File: src/sv/leb_pkg.sv
`timescale 1ns / 1ps
`default_nettype none
// ----------------------------------------------------------------------------
// leb_pkg
// Shared format codes, sizes and inter-stage types of the LEB128 serializer.
// ----------------------------------------------------------------------------
package leb_pkg;

    localparam int VALUE_W  = 64;
    localparam int OP_W     = 3;
    localparam int MAX_BYTES = 10;
    localparam int CNT_W    = 4;
    localparam int GROUP_W  = 7;

    localparam logic [OP_W-1:0] OP_BYTE = 3'd0;
    localparam logic [OP_W-1:0] OP_ULEB = 3'd1;
    localparam logic [OP_W-1:0] OP_SLEB = 3'd2;
    localparam logic [OP_W-1:0] OP_LE32 = 3'd3;
    localparam logic [OP_W-1:0] OP_LE64 = 3'd4;

    // scan stage result: which byte positions may end the encoding
    typedef struct packed {
        logic [VALUE_W-1:0]   value;
        logic                 is_le;     // 8-bit byte layout, no continuation bits
        logic                 is_sleb;   // groups past bit 63 repeat the sign
        logic [MAX_BYTES-1:0] last_sel;  // first set bit marks the final byte
    } t_scan;

    // packed stage result: bytes in stream order, byte 0 in the low bits
    typedef struct packed {
        logic [8*MAX_BYTES-1:0] bytes;
        logic [CNT_W-1:0]       last_idx;
    } t_pack;

endpackage
`default_nettype wire

File: src/sv/leb_scan.sv
`timescale 1ns / 1ps
`default_nettype none
// ----------------------------------------------------------------------------
// leb_scan
// Stage 2: decodes the format and finds the candidate final byte of each
// encoding. Items with an undefined format are dropped here.
// ----------------------------------------------------------------------------
module leb_scan (
    input  wire logic                          i_clk,
    input  wire logic                          i_rst_n,
    input  wire logic                          i_valid,
    input  wire logic [leb_pkg::VALUE_W-1:0]   i_value,
    input  wire logic [leb_pkg::OP_W-1:0]      i_op,
    output logic                               o_ready,
    output logic                               o_valid,
    output leb_pkg::t_scan                     o_scan,
    input  wire logic                          i_ready
);
    import leb_pkg::*;

    logic                 r_valid;
    t_scan                r_scan;
    t_scan                n_scan;
    logic                 n_ok;
    logic [MAX_BYTES-1:0] ufl;
    logic [MAX_BYTES-1:0] sfl;

    // unsigned: nothing left above the group; signed: all bits from the
    // group's sign bit upward agree
    always_comb begin
        for (int k = 0; k < MAX_BYTES - 1; k++) begin
            ufl[k] = (i_value >> (GROUP_W * (k + 1))) == '0;
            sfl[k] = ((i_value >> (GROUP_W * k + GROUP_W - 1)) == '0) ||
                     ((~i_value >> (GROUP_W * k + GROUP_W - 1)) == '0);
        end
        ufl[MAX_BYTES-1] = 1'b1;
        sfl[MAX_BYTES-1] = 1'b1;
    end

    always_comb begin
        n_scan.value    = i_value;
        n_scan.is_le    = 1'b1;
        n_scan.is_sleb  = 1'b0;
        n_scan.last_sel = '0;
        n_ok            = 1'b1;
        case (i_op)
            OP_BYTE: n_scan.last_sel[0] = 1'b1;
            OP_ULEB: begin
                n_scan.is_le    = 1'b0;
                n_scan.last_sel = ufl;
            end
            OP_SLEB: begin
                n_scan.is_le    = 1'b0;
                n_scan.is_sleb  = 1'b1;
                n_scan.last_sel = sfl;
            end
            OP_LE32: n_scan.last_sel[3] = 1'b1;
            OP_LE64: n_scan.last_sel[7] = 1'b1;
            default: n_ok = 1'b0;
        endcase
    end

    assign o_ready = !r_valid || i_ready;

    always_ff @(posedge i_clk) begin
        if (!i_rst_n) begin
            r_valid <= 1'b0;
        end else if (o_ready) begin
            r_valid <= i_valid && n_ok;
        end
    end

    always_ff @(posedge i_clk) begin
        if (o_ready && i_valid) begin
            r_scan <= n_scan;
        end
    end

    assign o_valid = r_valid;
    assign o_scan  = r_scan;

endmodule
`default_nettype wire

File: src/sv/leb_pack.sv
`timescale 1ns / 1ps
`default_nettype none
// ----------------------------------------------------------------------------
// leb_pack
// Stage 3: resolves the final byte index and lays out all output bytes,
// with continuation bits for the LEB128 formats.
// ----------------------------------------------------------------------------
module leb_pack (
    input  wire logic            i_clk,
    input  wire logic            i_rst_n,
    input  wire logic            i_valid,
    input  wire leb_pkg::t_scan  i_scan,
    output logic                 o_ready,
    output logic                 o_valid,
    output leb_pkg::t_pack       o_pack,
    input  wire logic            i_ready
);
    import leb_pkg::*;

    localparam int LE_EXT_W  = 8 * MAX_BYTES;
    localparam int LEB_EXT_W = GROUP_W * MAX_BYTES;

    logic                 r_valid;
    t_pack                r_pack;
    t_pack                n_pack;
    logic [MAX_BYTES-1:0] cont;
    logic                 seen;
    logic [LE_EXT_W-1:0]  le_ext;
    logic [LEB_EXT_W-1:0] leb_ext;

    assign le_ext  = {{(LE_EXT_W - VALUE_W){1'b0}}, i_scan.value};
    assign leb_ext = {{(LEB_EXT_W - VALUE_W){i_scan.is_sleb & i_scan.value[VALUE_W-1]}},
                      i_scan.value};

    always_comb begin
        seen = 1'b0;
        for (int k = 0; k < MAX_BYTES; k++) begin
            seen    = seen | i_scan.last_sel[k];
            cont[k] = !seen;
        end
        n_pack.last_idx = '0;
        for (int k = MAX_BYTES - 1; k >= 0; k--) begin
            if (i_scan.last_sel[k]) begin
                n_pack.last_idx = CNT_W'(k);
            end
        end
        for (int k = 0; k < MAX_BYTES; k++) begin
            if (i_scan.is_le) begin
                n_pack.bytes[8*k +: 8] = le_ext[8*k +: 8];
            end else begin
                n_pack.bytes[8*k +: 8] = {cont[k], leb_ext[GROUP_W*k +: GROUP_W]};
            end
        end
    end

    assign o_ready = !r_valid || i_ready;

    always_ff @(posedge i_clk) begin
        if (!i_rst_n) begin
            r_valid <= 1'b0;
        end else if (o_ready) begin
            r_valid <= i_valid;
        end
    end

    always_ff @(posedge i_clk) begin
        if (o_ready && i_valid) begin
            r_pack <= n_pack;
        end
    end

    assign o_valid = r_valid;
    assign o_pack  = r_pack;

endmodule
`default_nettype wire

File: src/sv/leb_emit.sv
`timescale 1ns / 1ps
`default_nettype none
// ----------------------------------------------------------------------------
// leb_emit
// Byte shifter and output register: sends one byte of the held item per
// transfer and takes the next item as its final byte moves out.
// ----------------------------------------------------------------------------
module leb_emit (
    input  wire logic            i_clk,
    input  wire logic            i_rst_n,
    input  wire logic            i_valid,
    input  wire leb_pkg::t_pack  i_pack,
    output logic                 o_ready,
    output logic                 o_valid,
    output logic [7:0]           o_byte,
    output logic                 o_last,
    input  wire logic            i_stall
);
    import leb_pkg::*;

    logic                      r_busy;
    logic [8*MAX_BYTES-1:0]    r_buf;
    logic [CNT_W-1:0]          r_rem;
    logic                      r_ovalid;
    logic [7:0]                r_obyte;
    logic                      r_olast;
    logic                      out_load;
    logic                      take;

    assign out_load = !r_ovalid || !i_stall;
    assign o_ready  = !r_busy || (out_load && r_rem == '0);
    assign take     = o_ready && i_valid;

    always_ff @(posedge i_clk) begin
        if (!i_rst_n) begin
            r_busy   <= 1'b0;
            r_ovalid <= 1'b0;
        end else begin
            if (out_load) begin
                r_ovalid <= r_busy;
            end
            if (take) begin
                r_busy <= 1'b1;
            end else if (r_busy && out_load && r_rem == '0) begin
                r_busy <= 1'b0;
            end
        end
    end

    always_ff @(posedge i_clk) begin
        if (out_load && r_busy) begin
            r_obyte <= r_buf[7:0];
            r_olast <= r_rem == '0;
        end
        if (take) begin
            r_buf <= i_pack.bytes;
            r_rem <= i_pack.last_idx;
        end else if (out_load && r_busy) begin
            r_buf <= {8'h00, r_buf[8*MAX_BYTES-1:8]};
            r_rem <= r_rem - CNT_W'(1);
        end
    end

    assign o_valid = r_ovalid;
    assign o_byte  = r_obyte;
    assign o_last  = r_olast;

endmodule
`default_nettype wire

File: src/sv/leb128_byte_serializer.sv
`timescale 1ns / 1ps
`default_nettype none
// ----------------------------------------------------------------------------
// leb128_byte_serializer
// Encodes a 64-bit value as a raw byte, unsigned or signed LEB128, or a
// little-endian 32/64-bit word, and streams the bytes out one per transfer.
// ----------------------------------------------------------------------------
// Input channel: i_valid / o_stall with i_item_value and i_operation. An item
// is taken on a clock edge with i_valid high and o_stall low.
// Output channel: o_valid / i_stall with o_out_byte and o_last; o_last marks
// the final byte of each item. Undefined format codes produce no bytes.
// Pipeline: input register, format scan, byte packing, then the byte shifter
// with its output register. While i_stall is low the shifter sends one byte
// per cycle, so an item of 1 to 10 bytes holds it until its final byte moves
// out; a waiting next item follows without a gap. Items queue in the three
// stages ahead of the shifter, and o_stall rises when they are all full and
// the shifter cannot take an item.
// When i_stall is high with o_valid high, the output holds its byte and the
// shifter holds; the stages ahead fill up, and nothing is lost or repeated.
// Synchronous reset (i_rst_n low) empties every stage and the output.
// ----------------------------------------------------------------------------
module leb128_byte_serializer (
    input  wire logic                        i_clk,
    input  wire logic                        i_rst_n,
    input  wire logic                        i_valid,
    output logic                             o_stall,
    input  wire logic [leb_pkg::VALUE_W-1:0] i_item_value,
    input  wire logic [leb_pkg::OP_W-1:0]    i_operation,
    output logic                             o_valid,
    input  wire logic                        i_stall,
    output logic [7:0]                       o_out_byte,
    output logic                             o_last
);
    import leb_pkg::*;

    logic                 r_valid;
    logic [VALUE_W-1:0]   r_value;
    logic [OP_W-1:0]      r_op;
    logic                 in_ready;
    logic                 scan_ready;
    logic                 scan_valid;
    t_scan                scan;
    logic                 pack_ready;
    logic                 pack_valid;
    t_pack                pack;
    logic                 emit_ready;

    assign in_ready = !r_valid || scan_ready;
    assign o_stall  = !in_ready;

    always_ff @(posedge i_clk) begin
        if (!i_rst_n) begin
            r_valid <= 1'b0;
        end else if (in_ready) begin
            r_valid <= i_valid;
        end
    end

    always_ff @(posedge i_clk) begin
        if (in_ready && i_valid) begin
            r_value <= i_item_value;
            r_op    <= i_operation;
        end
    end

    leb_scan u_scan (
        .i_clk   (i_clk),
        .i_rst_n (i_rst_n),
        .i_valid (r_valid),
        .i_value (r_value),
        .i_op    (r_op),
        .o_ready (scan_ready),
        .o_valid (scan_valid),
        .o_scan  (scan),
        .i_ready (pack_ready)
    );

    leb_pack u_pack (
        .i_clk   (i_clk),
        .i_rst_n (i_rst_n),
        .i_valid (scan_valid),
        .i_scan  (scan),
        .o_ready (pack_ready),
        .o_valid (pack_valid),
        .o_pack  (pack),
        .i_ready (emit_ready)
    );

    leb_emit u_emit (
        .i_clk   (i_clk),
        .i_rst_n (i_rst_n),
        .i_valid (pack_valid),
        .i_pack  (pack),
        .o_ready (emit_ready),
        .o_valid (o_valid),
        .o_byte  (o_out_byte),
        .o_last  (o_last),
        .i_stall (i_stall)
    );

endmodule
`default_nettype wire
File: config.mk
export PLATFORM = sky130hd
export DESIGN_NAME = leb128_byte_serializer
export DESIGN_NICKNAME = d
export VERILOG_FILES = /design/src/sv/leb_pkg.sv /design/src/sv/leb_scan.sv /design/src/sv/leb_pack.sv /design/src/sv/leb_emit.sv /design/src/sv/leb128_byte_serializer.sv
export SDC_FILE = /design/constraint.sdc
export NUM_CORES = 1
export LEC_CHECK = 0
export BUFFER_PORTS_ARGS = -buffer_cell sky130_fd_sc_hd__buf_2
export CAP_MARGIN = 15
export CORE_ASPECT_RATIO = 1.25
export CORE_MARGIN = 5
export CORE_UTILIZATION = 62
export CTS_BUF_LIST = sky130_fd_sc_hd__clkbuf_2 sky130_fd_sc_hd__clkbuf_4 sky130_fd_sc_hd__clkbuf_8
export CTS_CLUSTER_SIZE = 20
export DETAILED_ROUTE_END_ITERATION = 10
export PLACE_DENSITY = 0.81
export SETUP_SLACK_MARGIN = 0.4
export SYNTH_ARGS = -nofsm -noshare
export SYNTH_HDL_FRONTEND = slang
export SYNTH_SLANG_ARGS = --single-unit
File: constraint.sdc
create_clock -name i_clk -period 14.55 [get_ports i_clk]
set_input_delay 0.7275 -clock i_clk [delete_from_list [all_inputs] [get_ports i_clk]]
set_output_delay 0.7275 -clock i_clk [all_outputs]
set_load 0.1 [all_outputs]
Word level (Yosys, flattened, before mapping). Cells that the tools add are included.

Output and inout bits: 11. Input port bits: 71. Flip-flop bits (word level): 325. Logic and storage cells: 144.

Add/sub/neg operators: 1. Bitwise gates (word level): 11. Multiplexer cells: 32. Equality and inequality tests: 4. Reductions and logical operators: 75.

Operators with widths (number): logical NOT 64 bit (27); 2-to-1 mux 80 bit (2); 2-to-1 mux 8 bit (8); NOT 64 bit (1); logical NOT 1 bit (17); 2-to-1 mux 4 bit (4); logical OR 1 bit (14); 2-to-1 mux 3 bit (4); OR 1 bit (9); one-hot mux 1 bit (3 select lines) (3); logical AND 1 bit (8); one-hot mux 2 bit (2 select lines) (2); OR reduction 8 bit (1); == test 3 x 2 -> 1 bit, second input constant (2); 2-to-1 mux 1 bit (6); one-hot mux 3 bit (2 select lines) (1); OR reduction 5 bit (1); logical NOT 4 bit (1); 2-to-1 mux 2 bit (2); nonzero test 2 bit (2); OR reduction 2 bit (2); OR reduction 4 bit (1); subtractor 4 x 1 -> 4 bit, second input constant (1); == test 3 x 1 -> 1 bit, second input constant (1); other kinds (3) (3).

Logic depth before layout (Yosys ltp).
Depth in word-level cells: 10. Gate-level depth with buffers: 10. Gate-level depth less buffers: 7.

By module. Synthesis repeated with hierarchy kept, for this count alone.

Cells, all modules: 653. Area total of the unflattened synthesis: 12489.5 um^2.

Modules (own cells, without submodules): leb_emit (area each 4141.5 um^2, seq. area each 2832.7 um^2, cells an instance 206, times used 1); leb_pack (area each 3335.7 um^2, seq. area each 2392.3 um^2, cells an instance 193, times used 1); leb_scan (area each 2952.8 um^2, seq. area each 2302.2 um^2, cells an instance 183, times used 1); leb128_byte_serializer (area each 2059.5 um^2, seq. area each 2031.9 um^2, cells an instance 71, times used 1).

Worst setup path before layout. No wires, ideal clock.

Kind: register to register. Start point: register u_emit.r_rem[0]. End point: register u_pack.r_pack, in the netlist u_pack.o_pack[0] (enable). Period minus slack after synthesis: 7402 ps. Buffers on the path: 0. Data arrival time: 6765 ps. Slack: 7148 ps. Stages on the path, launching flop included: 6. Cells stage by stage: edfxtp_1 -> inv_1 -> ha_1 -> nor3b_1 -> a21boi_1 -> a21boi_0.

Cells in the longest elaborated chain, start to end: 5.

RTL lines: start, declared (RTL line leb_emit.sv:23) `logic [CNT_W-1:0] r_rem;`; start signal, assigned (RTL line leb_emit.sv:57) `r_rem <= i_pack.last_idx;`; start signal, assigned (RTL line leb_emit.sv:60) `r_rem <= r_rem - CNT_W'(1);`; logical NOT 4 bit (RTL line leb_emit.sv:31) `assign o_ready = !r_busy || (out_load && r_rem == '0);`; logical AND 1 bit (RTL line leb_emit.sv:31); logical OR 1 bit (RTL line leb_emit.sv:31); logical OR 1 bit (RTL line leb_pack.sv:56) `assign o_ready = !r_valid || i_ready;`; logical AND 1 bit (RTL line leb_pack.sv:67) `if (o_ready && i_valid) begin`; end signal, assigned (RTL line leb_pack.sv:68) `r_pack <= n_pack;`; end, declared (RTL line leb_pack.sv:24) `t_pack r_pack;`.

Every way passes these cells. A chain may end at the register's enable or synchronous reset.

Worst setup path after layout.
Start point: register u_emit.r_rem[0]. End point: output port o_stall.

Cells in the longest elaborated chain, start to end: 7.

RTL lines: logical NOT 4 bit (RTL line leb_emit.sv:31); logical AND 1 bit (RTL line leb_emit.sv:31); logical OR 1 bit (RTL line leb_emit.sv:31); logical OR 1 bit (RTL line leb_pack.sv:56); logical OR 1 bit (RTL line leb_scan.sv:63) `assign o_ready = !r_valid || i_ready;`; logical OR 1 bit (RTL line leb128_byte_serializer.sv:48) `assign in_ready = !r_valid || scan_ready;`; logical NOT 1 bit (RTL line leb128_byte_serializer.sv:49) `assign o_stall = !in_ready;`; end, declared (RTL line leb128_byte_serializer.sv:26) `output logic o_stall,`.

Every way passes these cells.

==> impl_metrics.csv <==
group,metric,value,unit
run_status,outcome,"completed",
timing,timing.final.crit_share,25.1,%
logic_synthesis,syn_inst,790,
floorplan,initial_core_util,63.5,%
global_routing,grtUsageTotal,19.0,%
placed_design,place_inst,1083,
power_and_ir_drop,p_int,1.47,mW
setup_path,worstPathArrival,2.93,ns
logic_synthesis,synthArstFlopShare,0,%
timing,fmax,274,MHz
cts,cts_buffers,46,
logic_synthesis,synth_edf_count,310,
power_and_ir_drop,p_comb_share,4.5,%
cts,clkTransAtPathRegs,0.06,ns
detailed_routing,drt_iter0_markers,503,
power_and_ir_drop,netSwitchingFraction,20.8,%
cts,ctsHoldBuffers,0,
logic_synthesis,synth_area_leaders,"edfxtp_1 78%, nand2_1 6.8%, mux2_2 4.5%",
cts,cts-root-buf,"clkbuf_8",
setup_path,endpoint_kind,"primary output",
timing,setup_viol,0,
cells_and_area,nets,973,
placed_design,port_buffers,81,
cells_and_area,final_cells,1166,
floorplan,die_area,0.0222,sq mm
power_and_ir_drop,power_frac_clock,36.9,%
logic_synthesis,synth_seq_cells,315,
logic_synthesis,avgSynthCellArea,15.1,sq um
floorplan,die_w,134,um
detailed_routing,wirelength,20.6,mm
timing,max_slew.worst_pin.slew,1.04,ns
timing,final.setup.tns,0,ns
logic_synthesis,synth_nets,864,
floorplan,fp.coreArea,0.0188,sq mm
cells_and_area,layout-drive-gt1-share,24.0,%
setup_path,crit_fanout,7,
cts,cts_tree,"done",
cts,cts_max_path_buffers,3,
logic_synthesis,synth_area,0.0120,sq mm
timing,slew_headroom,30.8,%
power_and_ir_drop,peakVddDrop,89.5,uV
floorplan,ios,82,
min_path,hold_path.class,"input pin to flop",
cells_and_area,antennaDiodeCount,0,
cts,htreeDepth,2,
cts,post_cts_resized,0,
detailed_routing,via_per_inst,5.55,
logic_synthesis,synth-main-ff-cell,"edfxtp_1",
logic_synthesis,synth-seq-area-share,78.6,%
detailed_routing,vias,6466,
cts,cts_sinks,315,
power_and_ir_drop,power_density,137,mW/mm^2
timing,hold_violations,0,
detailed_routing,ant_nets,0,
timing,rsz0062_at_grt,"no",
timing,final.setup_skew,0.0137,ns
flow_run,cap_violations,0,
timing,whs,0.361,ns
power_and_ir_drop,p_leak,4.90,nW
timing,slew_violations,0,
cts,insertion_delay,0.54,ns
timing,min_period,3.65,ns
logic_synthesis,synth_area_leader_cell,"edfxtp_1",
power_and_ir_drop,power_frac_seq,58.6,%
detailed_routing,drc_errors,0,
logic_synthesis,yosys_warnings,0,
global_routing,grt_pass1_wl,32.9,mm
setup_path,crit_type,"flop to primary output",
placed_design,preCtsSetupSlack,11.24,ns
global_routing,grt_max_degree,80,
logic_synthesis,ys_types,47,
setup_path,start_kind,"flop",
global_routing,antenna_found_initial,0,
cells_and_area,syn_to_final_growth,13.5,%
floorplan,die_h,165,um
detailed_routing,firstDrtPassIters,5,
detailed_routing,wire_per_inst,17.6,um
timing,setup_slack,10.90,ns
power_and_ir_drop,finalPower,1.86,mW
cts,cts_setup_buffers,0,
global_routing,overflow,0,
power_and_ir_drop,p_switching,0.386,mW
logic_synthesis,yosys.area.top_type_share,77.8,%
setup_path,cp_data_required_time,13.82,ns
floorplan,row_count,56,
placed_design,dpl.hpwl,13.2,mm
global_routing,grt_pass1_vias,6465,
placed_design,gp_congestion,0.938,
==> placed cells by master (no fill, tap or decap), types with 11 or more instances in the layout <==
cell | Yosys | routed
nor2b_1 | 13 | 11
nor2_1 | 29 | 29
mux2_2 | 48 | 48
clkbuf_4 | 0 | 19
nand3_1 | 14 | 14
nand4_1 | 14 | 14
nand2_1 | 218 | 218
edfxtp_1 | 310 | 310
buf_2 | 0 | 81
a21oi_1 | 11 | 11
clkbuf_8 | 0 | 49
==> metrics by stage <==
stage / utilization [%] / instance area (sq um)
after floorplan: - / 12000
after global placement: 67.2 / 12700
after detailed placement: 67.2 / 12700
after CTS: 72.1 / 13600
after global routing: 72.1 / 13600
final: 72.1 / 13600
==> critical path: stages, from the launching register on <==
cell	delay [ns]
edfxtp_1	0.37
inv_1	0.05
ha_1	0.21
nor3b_1	0.16
a21boi_1	0.63
nand3_1	0.18
nor2_1	0.29
buf_2	0.49
==> per-layer routing <==
layer,wire length [um],GRT usage (%)
met1,8560,25.1
met2,10500,33.0
met3,1140,3.45
met4,359,5.05
met5,0,0
==> sequential cells by signal, summed over array words and instances (netlist names) <==
| register | count |
|---|---|
| r_op | 3 |
| r_valid | 1 |
| r_value | 64 |
| u_emit.o_byte | 8 |
| u_emit.o_last | 1 |
| u_emit.o_valid | 1 |
| u_emit.r_buf | 75 |
| u_emit.r_busy | 1 |
| u_emit.r_rem | 4 |
| u_pack.o_pack | 79 |
| u_pack.o_valid | 1 |
| u_scan.o_scan | 76 |
| u_scan.o_valid | 1 |
==> cell type report <==
cell class / count / area, sq um
Clock buffer: 68 / 817
Tap cell: 232 / 290
Multi-Input combinational cell: 438 / 2480
Inverter: 10 / 37.5
Clock inverter: 15 / 96.3
Fill cell: 1120 / 5260
Timing Repair Buffer: 88 / 458
Sequential cell: 315 / 9410
==> final timing paths <==
| kind | from | end | slack [ns] | cells after the start |
|---|---|---|---|---|
| max | u_emit.r_rem[0] | o_stall | 10.90 | 7 |
| min | i_item_value[6] | r_value[6] | 0.36 | 1 |
| max reg2reg | u_emit.r_rem[0] | u_emit.r_buf[70] | 11.67 | 8 |
| min reg2reg | u_scan.o_scan[15] | u_pack.o_pack[7] | 0.42 | 0 |
==> power by group through the flow <==
stage                     Clock, mW  Combinational [mW]  Sequential, mW
after floorplan                   0              0.0538            1.10
after global placement            0              0.0808            1.10
after detailed placement          0              0.0830            1.11
after CTS                     0.700              0.0842            1.09
after global routing          0.745              0.0929            1.09
final                         0.685              0.0837            1.09
==> cells in the mapped netlist, types with 2 or more instances <==
library cell / n
ha_1: 3
inv_1: 10
clkbuf_1: 25
and2_1: 6
o21ai_0: 6
nor2_1: 29
dfxtp_1: 5
buf_1: 2
or4_1: 5
a21oi_1: 11
nor3b_1: 3
nand2_1: 218
nor2b_1: 13
a21boi_0: 2
o31ai_1: 2
nor4_1: 10
xnor2_1: 2
nand2b_1: 3
a21o_1: 6
o22ai_1: 3
nor3_1: 10
mux2_2: 48
a31oi_1: 4
or3_1: 2
o21bai_1: 3
o21a_1: 3
nand4_1: 14
nand3_1: 14
edfxtp_1: 310
==> logic make-up (layout without fill, tap and decap cells) <==
kind of cell	Yosys count	count (layout)	synth area share, %
AO/OA/AOI/OAI	51	51	2.91
flip-flops	315	315	78.6
multiplexers	49	49	4.60
adder cells (fa/ha/maj)	3	3	0.314
XOR/XNOR	2	2	0.146
buffers and inverters	37	181	1.16
AND/OR/NAND/NOR	333	333	12.2
No activity file was read; power rests on OpenSTA's default activity.
